`src/tmie_pkg.sv`:
```
// ----------------------------------------------------------------------------
// tmie_pkg
// Shared types and constants for the tape machine instruction executor.
// ----------------------------------------------------------------------------
package tmie_pkg;

  localparam int TAPE_CELLS = 32768;
  localparam int PC_BITS    = 16;
  localparam int PTR_BITS   = $clog2(TAPE_CELLS);
  localparam int ARG_BITS   = 16;
  localparam int SUM_BITS   = ((PTR_BITS > ARG_BITS) ? PTR_BITS : ARG_BITS) + 1;

  typedef enum logic [3:0] {
    OP_NOP   = 4'd0,
    OP_IN    = 4'd1,
    OP_OUT   = 4'd2,
    OP_INCV  = 4'd3,
    OP_DECV  = 4'd4,
    OP_ADDV  = 4'd5,
    OP_SUBV  = 4'd6,
    OP_INCP  = 4'd7,
    OP_DECP  = 4'd8,
    OP_ADDP  = 4'd9,
    OP_SUBP  = 4'd10,
    OP_BRZ   = 4'd11,
    OP_BRNZ  = 4'd12,
    OP_JMP   = 4'd13,
    OP_HALT  = 4'd14,
    OP_CLEAR = 4'd15
  } op_e;

  typedef struct packed {
    logic [15:0] next_pc;
    logic [7:0]  out_byte;
    logic        out_valid;
    logic        halted;
  } res_t;

endpackage

```
`src/tmie_out_buf.sv`:
```
// ----------------------------------------------------------------------------
// tmie_out_buf
// Two-entry result buffer: output register plus skid register.
// ----------------------------------------------------------------------------
module tmie_out_buf (
  input  logic          clk_i,
  input  logic          rst_ni,
  input  logic          push_i,
  input  tmie_pkg::res_t data_i,
  output logic          ready_o,
  output logic          valid_o,
  input  logic          take_ready_i,
  output tmie_pkg::res_t data_o
);

  logic           out_valid_q, out_valid_d;
  logic           skid_valid_q, skid_valid_d;
  tmie_pkg::res_t out_q, skid_q;
  logic           take;
  logic           load_out, load_skid;

  assign take    = out_valid_q & take_ready_i;
  assign ready_o = ~skid_valid_q;
  assign valid_o = out_valid_q;
  assign data_o  = out_q;

  always_comb begin
    out_valid_d  = out_valid_q;
    skid_valid_d = skid_valid_q;
    load_out     = 1'b0;
    load_skid    = 1'b0;
    if (skid_valid_q) begin
      if (take) begin
        load_out     = 1'b1;
        skid_valid_d = 1'b0;
      end
    end else if (push_i) begin
      if (!out_valid_q || take) begin
        load_out    = 1'b1;
        out_valid_d = 1'b1;
      end else begin
        load_skid    = 1'b1;
        skid_valid_d = 1'b1;
      end
    end else if (take) begin
      out_valid_d = 1'b0;
    end
  end

  always_ff @(posedge clk_i or negedge rst_ni) begin
    if (!rst_ni) begin
      out_valid_q  <= 1'b0;
      skid_valid_q <= 1'b0;
    end else begin
      out_valid_q  <= out_valid_d;
      skid_valid_q <= skid_valid_d;
    end
  end

  always_ff @(posedge clk_i) begin
    if (load_out) begin
      out_q <= skid_valid_q ? skid_q : data_i;
    end
    if (load_skid) begin
      skid_q <= data_i;
    end
  end

endmodule
```
`config.mk`:
```
export PLATFORM = sky130hd
export DESIGN_NAME = tmie_out_buf
export DESIGN_NICKNAME = d
export VERILOG_FILES = /design/src/tmie_pkg.sv /design/src/tmie_out_buf.sv
export SDC_FILE = /design/constraint.sdc
export NUM_CORES = 1
export LEC_CHECK = 0
export BUFFER_PORTS_ARGS = -buffer_cell sky130_fd_sc_hd__buf_2
export CORE_ASPECT_RATIO = 1.2
export CORE_MARGIN = 2
export CORE_UTILIZATION = 45
export DETAILED_ROUTE_END_ITERATION = 7
export PLACE_DENSITY = 0.69
export SLEW_MARGIN = 15
export SYNTH_ARGS = -nofsm -noshare
export SYNTH_HDL_FRONTEND = slang
export SYNTH_SLANG_ARGS = --single-unit
```
`constraint.sdc`:
```
create_clock -name clk_i -period 4.3 [get_ports clk_i]
set_clock_uncertainty 0.15 [all_clocks]
set_input_delay 0.43 -clock clk_i [delete_from_list [all_inputs] [get_ports clk_i]]
set_output_delay 0.43 -clock clk_i [all_outputs]
set_load 0.01 [all_outputs]
```
==> flow_metrics.py <==
metrics = {
    "synth": {
        "syn_area_per_cell_um2": 21.5,
        "synthTopCellsByCount": "edfxtp_1, mux2_2, buf_6",
        "ys.flop_type": "edfxtp_1",
        "yosysTopAreaCellShare_pct": 78.0,
        "synth_nets": 123,
        "yosysSeqAreaShare_pct": 80.6,
        "synthesis.area_um2": 2000,
        "syn_inst": 93,
        "synth_area_leaders": "edfxtp_1, mux2_2, dfrtp_1",
        "synth-seq-cells": 54,
        "ys_types": 12,
        "yosysMostFrequentCell": "edfxtp_1",
        "async_reset_ff_share_pct": 3.70,
        "synth_top_cell_by_area": "edfxtp_1",
        "synth-edff-count": 52,
        "yosys_warnings": 0,
    },
    "floorplan": {
        "start_util_pct": 46.9,
        "die_h_um": 77.0,
        "dieArea_um2": 5000,
        "core_area_um2": 4260,
        "die-width_um": 64.9,
        "ios": 58,
        "rows": 26,
    },
    "placed_design": {
        "place_congestion": 0.746,
        "placed_area_um2": 2350,
        "pre_cts_ws_ns": 1.73,
        "io_buffers": 57,
    },
    "timing": {
        "finalCriticalPeriod_ns": 2.19,
        "rsz0062_at_grt": "false",
        "worst_slew_pin_slew_ns": 0.652,
        "setup_violations": 0,
        "finalSetupTns_ns": 0,
        "fmax_mhz": 457,
        "whs_ns": 0.163,
        "hold_viol": 0,
        "relSlewSlack_pct": 56.5,
        "setup_slack_ns": 2.11,
        "post-route-period-util_pct": 50.9,
        "slew_viol_final": 0,
    },
    "worst_hold_path": {
        "hold_depth": 1,
        "min_to": "skid_q[1]",
        "worstHoldPathType": "in -> reg",
        "hp-start": "data_i[1]",
    },
    "pwr": {
        "power_mw": 1.57,
        "swShare_pct": 27.8,
        "leakage_nw": 0.931,
        "clockPowerShare_pct": 20.9,
        "pwr-share-seq_pct": 54.4,
        "p_per_area_nw_per_um2": 635,
        "power.internal_mw": 1.13,
        "vdd_drop_max_mv": 0.284,
        "switchingPower_mw": 0.437,
        "combPwrFrac_pct": 24.7,
    },
    "layout": {
        "finalNetCount": 187,
        "drive_gt1_share_pct": 62.0,
        "seq_area_um2": 1610,
        "final_cell_area_um2": 2470,
        "fillCellCount": 348,
        "multi_input_area_um2": 359,
        "diodes": 0,
        "syn_to_final_growth_pct": 23.6,
    },
    "grt": {
        "grt_pass1_vias": 1050,
        "grt_pass1_wl_mm": 5.09,
        "grt_remaining_overflow": 0,
        "antenna_found_initial": 0,
        "grt_usage_pct": 14.3,
        "grt_max_degree": 32,
    },
    "critical_path": {
        "regToRegSetupSlack_ns": 2.11,
        "required_ns": 4.14,
        "rr_startpoint": "skid_valid_q",
        "cp_max_fo": 31,
        "r2r_end": "data_o[13]",
        "worst_setup_path_start_kind": "flip-flop",
        "rr_worst_depth": 3,
        "arrival_ns": 2.03,
        "end_kind": "flip-flop",
        "critPathKind": "reg -> reg",
    },
    "route": {
        "drt-pass1-iter-count": 3,
        "vias": 1030,
        "avgViaCountPerCell": 4.81,
        "drt_iter0_markers": 58,
        "drcViolationCount": 0,
        "routed_wl_mm": 3.25,
        "wl_per_cell_um": 15.2,
        "antenna_left": 0,
    },
    "clock_tree": {
        "cts_resized": 0,
        "cts_root_buf": "clkbuf_8",
        "cts_buffer_depth": 2,
        "cts_tree": "done",
        "h-tree-depth": 2,
        "clk_latency_ns": 0.30,
        "clkTransAtPathRegs_ns": 0.09,
        "cts_buffers": 5,
        "cts.sinks": 54,
    },
    "run_status": {
        "outcome": "completed",
    },
    "flow_run": {
        "cap_violations": 0,
    },
}
worst max path at each step:
stage / start / end / slack, ns / cells after the start
after floorplan: skid_valid_q / skid_q[0] / 1.21 / 3
after global placement: skid_valid_q / data_o[14] / 1.79 / 3
after detailed placement: skid_valid_q / data_o[24] / 1.73 / 3
after CTS: skid_valid_q / data_o[0] / 1.70 / 3
after global routing: skid_valid_q / data_o[0] / 1.94 / 3
final: skid_valid_q / data_o[13] / 2.11 / 3
through the flow:
step           instances  util, %
3_5_place_dp         205     55.1
5_1_grt              214     58.0
4_1_cts              214     58.0
6_report             214     58.0
2_1_floorplan         93        -
3_3_place_gp         205     55.1
worst max-delay path: stages (launching register included):
cell and delay [ns]:
dfrtp_2 0.80, nand2_1 0.16, a2bb2oi_2 0.42, buf_4 0.34
kinds of logic (layout without fill, tap and decap cells):
| family | Yosys count | in the layout | synth area share (%) |
|---|---|---|---|
| AO/OA/AOI/OAI | 4 | 4 | 1.19 |
| multiplexers | 26 | 26 | 14.6 |
| AND/OR/NAND/NOR | 4 | 4 | 1.56 |
| flip-flops | 54 | 54 | 80.6 |
| buffers and inverters | 5 | 70 | 2.06 |
per-layer routing:
layer / part of all wire (%) / up-vias / track usage [%]
met3: 5.6 / 6 / 4.55
met4: 2.7 / 0 / 8.94
met1: 39 / 499 / 16.8
met2: 52 / 36 / 22.4
met5: 0 / - / 0
li1: - / 489 / -
state kept, by name (all words and copies together) (netlist names):
signal / count
skid_valid_q: 1
data_o: 26
skid_q: 26
valid_o: 1
timing repair:
action | 4_1_cts | 5_1_grt
buffers inserted | 0 | 0
hold buffers | 1 | 0
hold endpoints to repair | 2 | 0
area by class of cell:
class / count / area share [%]
flip-flops and latches: 54 / 65.2
multi-input cells: 34 / 14.5
well taps: 56 / 2.83
clock inverters: 3 / 1.82
inverters: 2 / 0.303
clock buffers: 5 / 2.78
repair buffers: 60 / 12.5
cell usage in the layout (no fill, tap or decap):
cell,instances
clkinvlp_4,2
edfxtp_1,52
nand2_1,1
dlygate4sd3_1,1
a21oi_1,2
dfrtp_2,1
clkbuf_8,5
inv_1,2
buf_2,57
and2b_2,1
bufinv_16,1
o21ai_0,1
buf_4,2
nand2b_4,1
dfrtp_1,1
a2bb2oi_2,1
mux2_2,26
nor3_2,1
power by group through the flow:
stage                     combinational, mW  sequential (mW)  clock [mW]
after detailed placement              0.399            0.866           0
after CTS                             0.401            0.854       0.339
final                                 0.388            0.854       0.329
after global routing                  0.425            0.871       0.359
after global placement                0.390            0.860           0
after floorplan                       0.238            0.875           0
Note: power is estimated with default switching activity, not from simulation.
